`src/sv/bin_tl_pkg.sv`:
```
`timescale 1ns / 1ps
// ----------------------------------------------------------------------------
// bin_tl_pkg
// Shared types and constants for the BIN paper-tape loader.
// ----------------------------------------------------------------------------
package bin_tl_pkg;

  // Field number width kept from the field byte (bits 5:3)
  localparam int unsigned FIELD_BITS   = 3;
  // Field slot in the 15-bit word address
  localparam int unsigned FIELD_SLOT_W = 3;
  localparam int unsigned ADDR_W       = 12;
  localparam int unsigned WORD_W       = 12;
  localparam int unsigned WADDR_W      = FIELD_SLOT_W + ADDR_W;
  localparam int unsigned BSUM_W       = 9;

  // Loader phase codes
  localparam logic [1:0] PH_LEADER = 2'd0;
  localparam logic [1:0] PH_BODY   = 2'd1;
  localparam logic [1:0] PH_ORG2   = 2'd2;
  localparam logic [1:0] PH_DATA2  = 2'd3;

  // Byte kind, top two bits
  localparam logic [1:0] KIND_DATA    = 2'b00;
  localparam logic [1:0] KIND_ORIGIN  = 2'b01;
  localparam logic [1:0] KIND_TRAILER = 2'b10;
  localparam logic [1:0] KIND_FIELD   = 2'b11;

  localparam logic [7:0] BLANK_BYTE   = 8'h00;
  localparam logic [7:0] TRAILER_BYTE = 8'h80;

  typedef struct packed {
    logic               write_valid;
    logic [WADDR_W-1:0] word_address;
    logic [WORD_W-1:0]  word_data;
    logic               tape_done;
    logic               checksum_good;
    logic               bad_frame;
    logic [WORD_W-1:0]  computed_sum;
  } result_t;

endpackage

```
`src/sv/bin_tl_core.sv`:
```
`timescale 1ns / 1ps
// ----------------------------------------------------------------------------
// bin_tl_core
// Frame decoder and loader state; one tape byte per transfer.
// ----------------------------------------------------------------------------
module bin_tl_core import bin_tl_pkg::*; (
  input  logic       clk_i,
  input  logic       rst_ni,
  input  logic       fire_i,
  input  logic [7:0] byte_i,
  output logic       res_valid_o,
  output result_t    res_o,
  output logic [1:0] phase_o
);

  logic [1:0]            phase_q, phase_d;
  logic [FIELD_BITS-1:0] field_q, field_d;
  logic [ADDR_W-1:0]     next_addr_q, next_addr_d;
  logic [5:0]            high_six_q, high_six_d;
  logic [WORD_W-1:0]     sum_q, sum_d;
  logic                  pend_valid_q, pend_valid_d;
  logic [WADDR_W-1:0]    pend_addr_q, pend_addr_d;
  logic [WORD_W-1:0]     pend_word_q, pend_word_d;
  logic [BSUM_W-1:0]     pend_bsum_q, pend_bsum_d;

  always_comb begin
    logic                  leader;
    logic                  go_clear;
    logic [1:0]            kind;
    logic [ADDR_W-1:0]     eff_addr;
    logic [FIELD_BITS-1:0] eff_field;
    logic [WORD_W-1:0]     eff_sum;
    logic                  eff_pv;

    phase_d      = phase_q;
    field_d      = field_q;
    next_addr_d  = next_addr_q;
    high_six_d   = high_six_q;
    sum_d        = sum_q;
    pend_valid_d = pend_valid_q;
    pend_addr_d  = pend_addr_q;
    pend_word_d  = pend_word_q;
    pend_bsum_d  = pend_bsum_q;
    res_valid_o  = 1'b0;
    res_o        = '0;
    go_clear     = 1'b0;

    leader    = (phase_q == PH_LEADER);
    kind      = byte_i[7:6];
    // first body byte starts a fresh tape
    eff_field = leader ? '0 : field_q;
    eff_addr  = leader ? '0 : next_addr_q;
    eff_sum   = leader ? '0 : sum_q;
    eff_pv    = !leader && pend_valid_q;

    unique case (phase_q)
      PH_LEADER, PH_BODY: begin
        if (leader && (byte_i == BLANK_BYTE || byte_i == TRAILER_BYTE)) begin
          // leader: skip
        end else if (kind == KIND_TRAILER) begin
          res_valid_o = 1'b1;
          go_clear    = 1'b1;
          if (byte_i != TRAILER_BYTE) begin
            res_o.bad_frame = 1'b1;
          end else begin
            res_o.tape_done     = 1'b1;
            res_o.checksum_good = pend_valid_q && (pend_word_q == sum_q);
            res_o.computed_sum  = sum_q;
          end
        end else begin
          field_d      = eff_field;
          next_addr_d  = eff_addr;
          high_six_d   = leader ? '0 : high_six_q;
          pend_valid_d = 1'b0;
          if (eff_pv) begin
            // next frame commits the held word
            eff_sum            = eff_sum + WORD_W'(pend_bsum_q);
            res_valid_o        = 1'b1;
            res_o.write_valid  = 1'b1;
            res_o.word_address = pend_addr_q;
            res_o.word_data    = pend_word_q;
          end
          unique case (kind)
            KIND_FIELD: begin
              field_d = byte_i[3 +: FIELD_BITS];
              phase_d = PH_BODY;
            end
            KIND_ORIGIN: begin
              eff_sum    = eff_sum + WORD_W'(byte_i);
              high_six_d = byte_i[5:0];
              phase_d    = PH_ORG2;
            end
            default: begin
              high_six_d = byte_i[5:0];
              phase_d    = PH_DATA2;
            end
          endcase
          sum_d = eff_sum;
        end
      end
      PH_ORG2: begin
        if (byte_i == TRAILER_BYTE) begin
          res_valid_o     = 1'b1;
          res_o.bad_frame = 1'b1;
          go_clear        = 1'b1;
        end else begin
          next_addr_d = {high_six_q, byte_i[5:0]};
          sum_d       = sum_q + WORD_W'(byte_i);
          phase_d     = PH_BODY;
        end
      end
      default: begin
        if (byte_i == TRAILER_BYTE) begin
          res_valid_o     = 1'b1;
          res_o.bad_frame = 1'b1;
          go_clear        = 1'b1;
        end else begin
          pend_word_d  = {high_six_q, byte_i[5:0]};
          pend_addr_d  = {FIELD_SLOT_W'(field_q), next_addr_q};
          pend_bsum_d  = BSUM_W'(high_six_q) + BSUM_W'(byte_i);
          pend_valid_d = 1'b1;
          next_addr_d  = next_addr_q + ADDR_W'(1);
          phase_d      = PH_BODY;
        end
      end
    endcase

    if (go_clear) begin
      phase_d      = PH_LEADER;
      field_d      = '0;
      next_addr_d  = '0;
      high_six_d   = '0;
      sum_d        = '0;
      pend_valid_d = 1'b0;
      pend_addr_d  = '0;
      pend_word_d  = '0;
      pend_bsum_d  = '0;
    end
  end

  always_ff @(posedge clk_i or negedge rst_ni) begin
    if (!rst_ni) begin
      phase_q      <= PH_LEADER;
      field_q      <= '0;
      next_addr_q  <= '0;
      high_six_q   <= '0;
      sum_q        <= '0;
      pend_valid_q <= 1'b0;
    end else if (fire_i) begin
      phase_q      <= phase_d;
      field_q      <= field_d;
      next_addr_q  <= next_addr_d;
      high_six_q   <= high_six_d;
      sum_q        <= sum_d;
      pend_valid_q <= pend_valid_d;
    end
  end

  // held word payload, qualified by pend_valid_q
  always_ff @(posedge clk_i) begin
    if (fire_i) begin
      pend_addr_q <= pend_addr_d;
      pend_word_q <= pend_word_d;
      pend_bsum_q <= pend_bsum_d;
    end
  end

  assign phase_o = phase_q;

endmodule

```
`src/sv/bin_tl_outreg.sv`:
```
`timescale 1ns / 1ps
// ----------------------------------------------------------------------------
// bin_tl_outreg
// Result register; frees itself in the cycle its content is taken.
// ----------------------------------------------------------------------------
module bin_tl_outreg import bin_tl_pkg::*; (
  input  logic    clk_i,
  input  logic    rst_ni,
  input  logic    load_i,
  input  result_t res_i,
  input  logic    take_i,
  output logic    space_o,
  output logic    valid_o,
  output result_t res_o
);

  logic    valid_q;
  result_t res_q;

  assign space_o = !valid_q || take_i;

  always_ff @(posedge clk_i or negedge rst_ni) begin
    if (!rst_ni) begin
      valid_q <= 1'b0;
    end else if (load_i) begin
      valid_q <= 1'b1;
    end else if (take_i) begin
      valid_q <= 1'b0;
    end
  end

  always_ff @(posedge clk_i) begin
    if (load_i) begin
      res_q <= res_i;
    end
  end

  assign valid_o = valid_q;
  assign res_o   = res_q;

endmodule

```
`src/sv/bin_tape_loader.sv`:
```
`timescale 1ns / 1ps
// Output: a result appears on the master side in the cycle after the byte that causes it.
// Throughput: one tape byte per cycle, set by the single decode stage feeding the
//   result register; s_axis_tready_o drops only while a result is held and not taken.
// Reset: rst_ni low clears the loader to leader search with field, address and sum
//   at zero and no word held, and empties the result register.
// ----------------------------------------------------------------------------
// bin_tape_loader
// BIN format paper-tape loader: decodes leader, field, origin and data frames
// into memory writes, and reports the trailer checksum or a framing error.
// ----------------------------------------------------------------------------
module bin_tape_loader import bin_tl_pkg::*; (
  input  logic        clk_i,
  input  logic        rst_ni,
  // tape byte stream
  input  logic        s_axis_tvalid_i,
  output logic        s_axis_tready_o,
  input  logic [7:0]  s_axis_tdata_i,   // [7:0] tape_byte
  // result stream
  output logic        m_axis_tvalid_o,
  input  logic        m_axis_tready_i,
  output logic [39:0] m_axis_tdata_o,   // [14:0] word_address, [26:15] word_data,
                                        // [27] checksum_good, [39:28] computed_sum
  output logic [1:0]  m_axis_tuser_o,   // [0] write_valid, [1] bad_frame
  output logic        m_axis_tlast_o    // tape_done
);

  logic    in_fire;
  logic    out_space;
  logic    core_res_valid;
  result_t core_res;
  result_t out_res;
  logic [1:0] phase;

  // A byte is taken whenever the result register is free or drains this cycle.
  assign s_axis_tready_o = out_space;
  assign in_fire         = s_axis_tvalid_i && out_space;

  // Decoder plus loader state; updates on every input transfer.
  bin_tl_core u_core (
    .clk_i       (clk_i),
    .rst_ni      (rst_ni),
    .fire_i      (in_fire),
    .byte_i      (s_axis_tdata_i),
    .res_valid_o (core_res_valid),
    .res_o       (core_res),
    .phase_o     (phase)
  );

  // One result slot between decoder and master port.
  bin_tl_outreg u_outreg (
    .clk_i   (clk_i),
    .rst_ni  (rst_ni),
    .load_i  (in_fire && core_res_valid),
    .res_i   (core_res),
    .take_i  (m_axis_tready_i),
    .space_o (out_space),
    .valid_o (m_axis_tvalid_o),
    .res_o   (out_res)
  );

  // Pack result fields onto the stream ports.
  assign m_axis_tdata_o = {out_res.computed_sum, out_res.checksum_good,
                           out_res.word_data, out_res.word_address};
  assign m_axis_tuser_o = {out_res.bad_frame, out_res.write_valid};
  assign m_axis_tlast_o = out_res.tape_done;

`ifndef NO_ASSERTIONS
  // each result is exactly one of write, done or error
  assert property (@(posedge clk_i) disable iff (!rst_ni)
    m_axis_tvalid_o |-> $onehot({out_res.write_valid, out_res.tape_done,
                                 out_res.bad_frame}))
    else $error("result kind not one-hot");

  // done or error always sends the loader back to leader search
  assert property (@(posedge clk_i) disable iff (!rst_ni)
    in_fire && core_res_valid && (core_res.tape_done || core_res.bad_frame)
      |=> phase == PH_LEADER)
    else $error("loader did not return to leader search");

  // input is only held off by an undelivered result
  assert property (@(posedge clk_i) disable iff (!rst_ni)
    !s_axis_tready_o |-> m_axis_tvalid_o)
    else $error("input stalled with empty result register");

  // checksum status only accompanies the trailer
  assert property (@(posedge clk_i) disable iff (!rst_ni)
    m_axis_tvalid_o && out_res.checksum_good |-> out_res.tape_done)
    else $error("checksum_good outside done result");
`endif

endmodule
```
`config.mk`:
```
export PLATFORM = sky130hd
export DESIGN_NAME = bin_tape_loader
export DESIGN_NICKNAME = d
export VERILOG_FILES = /design/src/sv/bin_tl_pkg.sv /design/src/sv/bin_tl_core.sv /design/src/sv/bin_tl_outreg.sv /design/src/sv/bin_tape_loader.sv
export SDC_FILE = /design/constraint.sdc
export NUM_CORES = 1
export LEC_CHECK = 0
export BUFFER_PORTS_ARGS = -buffer_cell sky130_fd_sc_hd__clkbuf_2
export CELL_PAD_IN_SITES_DETAIL_PLACEMENT = 1
export CELL_PAD_IN_SITES_GLOBAL_PLACEMENT = 2
export CORE_MARGIN = 5
export CORE_UTILIZATION = 35
export CTS_BUF_LIST = sky130_fd_sc_hd__clkbuf_16
export CTS_CLUSTER_SIZE = 8
export DETAILED_ROUTE_END_ITERATION = 8
export PLACE_DENSITY_LB_ADDON = 0.1
export SKIP_LAST_GASP = 1
export SLEW_MARGIN = 15
export SYNTH_ARGS = -nofsm -noshare
export SYNTH_HDL_FRONTEND = slang
export SYNTH_HIERARCHICAL = 1
export SYNTH_SLANG_ARGS = --single-unit
```
`constraint.sdc`:
```
create_clock -name clk_i -period 4.1 [get_ports clk_i]
set_clock_uncertainty 0.2 [all_clocks]
set_input_delay 0.205 -clock clk_i [delete_from_list [all_inputs] [get_ports clk_i]]
set_output_delay 0.205 -clock clk_i [all_outputs]
set_load 0.02 [all_outputs]
```
== After elaboration in Yosys (flattened, before gate mapping) ==
Cells that the tools add are included.

* Divide/modulo/power cells: 0
* Shift operators: 0
* Bitwise logic cells: 3
* Reduce and logical (&&, ||, !) cells: 28
* Multiplexer cells: 63
* $mul: 0
* $add $sub $neg: 5
* Equal/unequal tests: 19
* $lt $le $gt $ge: 0

{| class="wikitable"
|+ Operators by type and width
! cell !! count
|-
| $mux 12 || 18
|-
| $pmux 12 s2 || 2
|-
| $mux 6 || 6
|-
| $mux 15 || 2
|-
| $mux 28 || 1
|-
| $mux 13 || 2
|-
| $add 12x8->12 || 2
|-
| $reduce_and 5->1 || 4
|-
| $mux 3 || 6
|-
| $mux 9 || 2
|-
| $mux 1 || 16
|-
| $add 12x1->12 const B || 1
|-
| $add 12x9->12 || 1
|-
| $eq 12x12->1 || 1
|-
| $mux 2 || 6
|-
| $ne 3x3->1 const B || 4
|-
| $add 6x8->9 || 1
|-
| $reduce_or 3->1 || 3
|-
| $eq 8x8->1 const B || 1
|-
| $logic_not 8->1 || 1
|-
| $ne 8x8->1 const B || 1
|-
| $reduce_or 4->1 || 2
|-
| $eq 2x2->1 const B || 3
|-
| $ne 2x2->1 const B || 3
|-
| 16 further kinds || 29
|}

* Output and inout port bits: 45
* Word-level logic and storage cells: 135
* Memories: 0
* Bits in latches: 0
* Memory bits (read-only): 0
* RAM bits: 0
* Register bits: 116

== Longest topological paths before layout ==
* Word-level depth: 13
* Gate-level depth with buffers: 24
* Gate-level depth less buffers: 21

== Cells and area by module ==
Netlist, hierarchy kept.

{| class="wikitable"
|+ Modules (own cells, without submodules)
! module !! area each (um2) !! sequential area each (um2) !! cells each !! instances
|-
| bin_tl_core || 5631.7 || 1981.9 || 645 || 1
|-
| bin_tl_outreg || 1338.8 || 1316.3 || 46 || 1
|-
| bin_tape_loader || 12.5 || 0.0 || 2 || 1
|}

== Worst setup path before layout ==
Ideal clock, no wire load.

* Path type: reg2reg
* Start point: register u_core.phase_q[0], in the netlist u_core/phase_o[0]
* End point: register u_core.sum_q[7]
* Path slack: -366 ps
* Buffers on the path: 3
* Arrival time: 4136 ps
* Stages on the path, launching flop included: 24
* Required time: 3770 ps
* Cell sequence: dfrtp_1 buf_6 or2_4 buf_6 clkbuf_1 and2_1 ha_1 inv_1 fa_1 nand2b_1 a31oi_1 a2bb2oi_2 o21ai_0 a22oi_1 mux2i_1 xnor2_1 nor2_1 ha_1 a31oi_1 xor2_1 nor2_1 a22o_1 nor3_1 o22ai_1

* Word-level cells in the longest chain between the ends: 13
* Elaborated cells on any way between the ends: 26

{| class="wikitable"
|+ RTL lines
! item !! line !! RTL
|-
| from (decl) || bin_tl_core.sv:16 || <nowiki>logic [1:0] phase_q, phase_d;</nowiki>
|-
| from (signal assigned) || bin_tl_core.sv:150 || <nowiki>phase_q <= phase_d;</nowiki>
|-
| $logic_not 2->1 || bin_tl_core.sv:48, bin_tl_core.sv:56 ||
|-
| $mux 12 / $logic_not 1->1 (equally long branches) || bin_tl_core.sv:53, bin_tl_core.sv:54 ||
|-
| $add 12x9->12 / $logic_and 1x1->1 (equally long branches) || bin_tl_core.sv:77, bin_tl_core.sv:54 ||
|-
| $mux 12 || bin_tl_core.sv:75 || <nowiki>if (eff_pv) begin</nowiki>
|-
| $mux 12 || bin_tl_core.sv:60 || <nowiki>end else if (kind == KIND_TRAILER) begin</nowiki>
|-
| $mux 12 || bin_tl_core.sv:58 || <nowiki>if (leader && (byte_i == BLANK_BYTE || byte_i == TRAILER_BYTE)) begin</nowiki>
|-
| $mux 12 || bin_tl_core.sv:56 || <nowiki>unique case (phase_q)</nowiki>
|-
| $add 12x8->12 || bin_tl_core.sv:89 || <nowiki>eff_sum = eff_sum + WORD_W'(byte_i);</nowiki>
|-
| $mux 12 || bin_tl_core.sv:83 || <nowiki>unique case (kind)</nowiki>
|-
| $mux 12 || bin_tl_core.sv:60 ||
|-
| $mux 12 || bin_tl_core.sv:58 ||
|-
| $pmux 12 s2 || bin_tl_core.sv:56 ||
|-
| $mux 12 || bin_tl_core.sv:128 || <nowiki>if (go_clear) begin</nowiki>
|-
| to (signal assigned) || bin_tl_core.sv:154 || <nowiki>sum_q <= sum_d;</nowiki>
|-
| to (decl) || bin_tl_core.sv:20 || <nowiki>logic [WORD_W-1:0] sum_q, sum_d;</nowiki>
|}

Parallel ways exist; a longest one is shown, timed or not. The select of a mux whose other input is x is not followed.
A chain may end at the register's enable or synchronous reset.

== Worst setup path in the final report ==
Ends and elaborated chain as after synthesis.

==> results.py <==
metrics = {
    "timing": {
        "timing.fmax_mhz": 239.9,
        "drv_slew": 0,
        "setup_ws_ps": -67.91,
        "tightest_slew_ps": 888.6,
        "setup_tns_ps": -95.84,
        "min_period_over_period": 1.017,
        "grt_setup_unrepaired": "true",
        "maxSlewHeadroom": 0.4070,
        "period_needed_ps": 4168,
        "setup_viol": 2,
        "final_hold_viol_count": 0,
    },
    "status": {
        "failed_checks": "setup timing",
        "status": "finished with violations",
    },
    "floorplan": {
        "rows": 51,
        "io_pins": 57,
        "core_um2": 19530,
        "fp.dieW_um": 151.3,
        "initial_core_util": 0.3576,
        "die_h_um": 151.3,
        "dieArea_um2": 22880,
    },
    "place": {
        "portBuffers": 56,
        "gp_congestion": 0.8652,
        "post-dp-hpwl_um": 16650,
    },
    "finish": {
        "post-route-util": 0.4433,
        "regArea_um2": 3298,
        "multi_input_area_um2": 3643,
        "fillers": 2226,
        "drive_above_1_share": 0.2450,
        "area.growth.synth_to_final_pct": 23.96,
        "finish.net_count": 836,
        "diodes": 0,
    },
    "global_route": {
        "grt_use_total": 0.2122,
        "grt_first_pass_wirelength_um": 36050,
        "grt-ovfl-total": 0,
        "grt_max_degree": 38,
        "grt_pass1_vias": 6049,
        "grt_antenna_before_repair": 0,
    },
    "clock_tree": {
        "clk_latency_ps": 420,
        "path_clk_slew_ps": 60,
        "cts_buffers": 17,
        "cts-htree-levels": 4,
        "cts.sinks": 116,
        "tritoncts": "yes",
        "clock_path_buffers": 2,
        "ctsRootBufferMaster": "clkbuf_16",
    },
    "yosys": {
        "syn_area_um2": 6983,
        "synth_top_area_share": 0.3397,
        "yosysWarnings": 6,
        "synth.most_common_cell": "edfxtp_1",
        "synth_flop_cell": "edfxtp_1",
        "synth-seq-cells": 116,
        "synthArstFlopShare": 0.3190,
        "syn_nets": 738,
        "synth_top_cell_by_area": "edfxtp_1",
        "synth_common_cells": "79 x edfxtp_1, 70 x and2_1, 56 x nor2_1",
        "synth_area_per_cell_um2": 10.08,
        "synthCells": 693,
        "synth_seq_area_share": 0.4723,
        "synthTopCellsByArea": "edfxtp_1 34%, dfrtp_1 13%, and2_1 6.3%",
        "synthDistinctLibCells": 76,
        "synth_edf_count": 79,
    },
    "worst_setup_path": {
        "max_stage_delay_ps": 380,
        "start_kind": "flip-flop",
        "cp_max_fo": 5,
        "critPathKind": "flip-flop to flip-flop",
        "crit_required_ps": 4190,
        "slowest_stage": "dfrtp_1",
        "path_common_cell": "nor2_1",
        "path_cells": "or2_4 -> and2_4 -> ha_4 -> inv_2 -> fa_2 -> nand2b_4 -> buf_6 -> o21a_1 -> nor2_4 -> o21ai_2 -> a22oi_2 -> mux2i_2 -> xnor2_1 -> nor2_1 -> ha_1 -> a31oi_2 -> xor2_1 -> nor2_1 -> a22o_1 -> nor3_2 -> o22ai_1",
        "crit_path_end_kind": "flip-flop",
        "cp_data_arrival_time_ps": 4260,
    },
    "routing": {
        "ant_nets": 0,
        "totalWireLength_um": 23120,
        "top_layer_used": "met4",
        "route.met2.wl_um": 10700,
        "post-route-drc-count": 0,
        "dr_wl_met3_um": 1144,
        "drtIter0Drc": 364,
        "post_drt_wl_per_cell_um": 21.63,
        "via_per_inst": 5.443,
        "vias": 5819,
        "dr.pass1.iters": 4,
        "met1Wirelength_um": 10980,
    },
    "min_path": {
        "min_path_type": "primary input to flip-flop",
    },
    "pwr": {
        "leakage_nw": 3.513,
        "vdd.ir_drop.worst_mv": 0.3461,
        "p_per_area_nw_per_um2": 752.0,
    },
    "run": {
        "maxCapViolCount": 0,
    },
}
## timing repair
item,CTS,global route
pin swaps,21,28
hold buffers,2,0
resized for setup,16,29
cloned,0,0
endpoints found under the setup margin,5,9
endpoints found under the hold margin,38,0
setup buffers,12,8
## path summary, 6_finish.rpt
kind,startpoint,to,slack (ps),cells after the start
worst max-delay path,u_core/phase_o[0],u_core/sum_q[7],-70,21
worst min-delay path,s_axis_tdata_i[4],u_core/field_q[1],40,2
worst max register to register,u_core/phase_o[0],u_core/sum_q[7],-70,21
worst min register to register,u_core/field_q[1],u_core/field_q[1],300,1
max in group asynchronous,rst_ni,u_core/phase_o[1],3090,3
min in group asynchronous,rst_ni,u_outreg/valid_o,220,3
## flip-flops by register name, indices dropped and copies added, names as in the netlist
| register | flops |
|---|---|
| u_core/pend_word_q | 12 |
| u_core/field_q | 3 |
| u_outreg/res_o | 43 |
| u_core/high_six_q | 6 |
| u_core/sum_q | 12 |
| u_core/next_addr_q | 12 |
| u_core/pend_valid_q | 1 |
| u_core/pend_addr_q | 15 |
| u_core/phase_o | 2 |
| u_outreg/valid_o | 1 |
| u_core/pend_bsum_q | 9 |
## per-stage QoR
stage	total power, mW	cell area (µm²)	cells	hold slack, ps	setup slack (ps)
floorplan	3.693	7019	693	-290.6	-264.0
global placement	4.609	7766	1017	133.2	-61.75
detailed placement	4.707	7766	1017	139.1	-182.3
CTS	6.316	8487	1063	8.222	-97.89
global route	6.944	8656	1069	19.26	-276.6
finish	6.509	8656	1069	35.44	-67.91
## cell type report
class / instances / share of cell area
clock buffer: 17 / 0.04915
multi-input combinational: 518 / 0.4209
inverter: 23 / 0.009974
sequential: 116 / 0.3810
tap: 265 / 0.03831
timing repair buffer: 115 / 0.08586
clock inverter: 15 / 0.01474
## cells in the final DEF (no fill, tap or decap), drive strengths merged, types with 8 or more instances in the layout
| cell type | Yosys | layout |
|---|---|---|
| nor2b | 11 | 11 |
| dfrtp | 37 | 37 |
| xnor2 | 18 | 18 |
| nor3 | 20 | 20 |
| a22o | 11 | 11 |
| a31oi | 12 | 12 |
| buf | 9 | 57 |
| and3 | 12 | 12 |
| xor2 | 18 | 18 |
| nand3 | 16 | 16 |
| nor2 | 58 | 58 |
| a21oi | 35 | 35 |
| and2 | 70 | 70 |
| inv | 23 | 28 |
| edfxtp | 79 | 79 |
| nand2 | 41 | 41 |
| o21ai | 50 | 50 |
| ha | 29 | 29 |
| nand2b | 10 | 10 |
| clkbuf | 27 | 73 |
| a211oi | 8 | 8 |
## worst max-delay path, delay by kind of cell (launching register included)
family          cells  cell delay (ps)
flops               1              380
mux                 1              280
simple gates        7              880
fa+ha+maj           3              760
compound gates      6             1010
xor+xnor            2              360
buf+inv             2              160
## kinds of logic after synthesis
kind of cell | count (synthesis) | share of synthesized area
flip-flops | 116 | 0.4723
adder cells (fa/ha/maj) | 34 | 0.06486
XOR/XNOR | 36 | 0.04515
multiplexers | 3 | 0.004300
AO/OA/AOI/OAI | 181 | 0.1727
buffers and inverters | 59 | 0.03566
AND/OR/NAND/NOR | 264 | 0.2050
## power by group
group,switching (mW),internal [mW]
Sequential,0.314,1.61
Combinational,1.81,1.37
Clock,0.576,0.833
## routing by layer
layer  global-route usage  up-vias
met5                    0        -
met4              0.05848        0
met3              0.04728       21
met2               0.3374      118
met1               0.2918     2943
li1                     -     2737
Power figures use the tool's default switching activity.
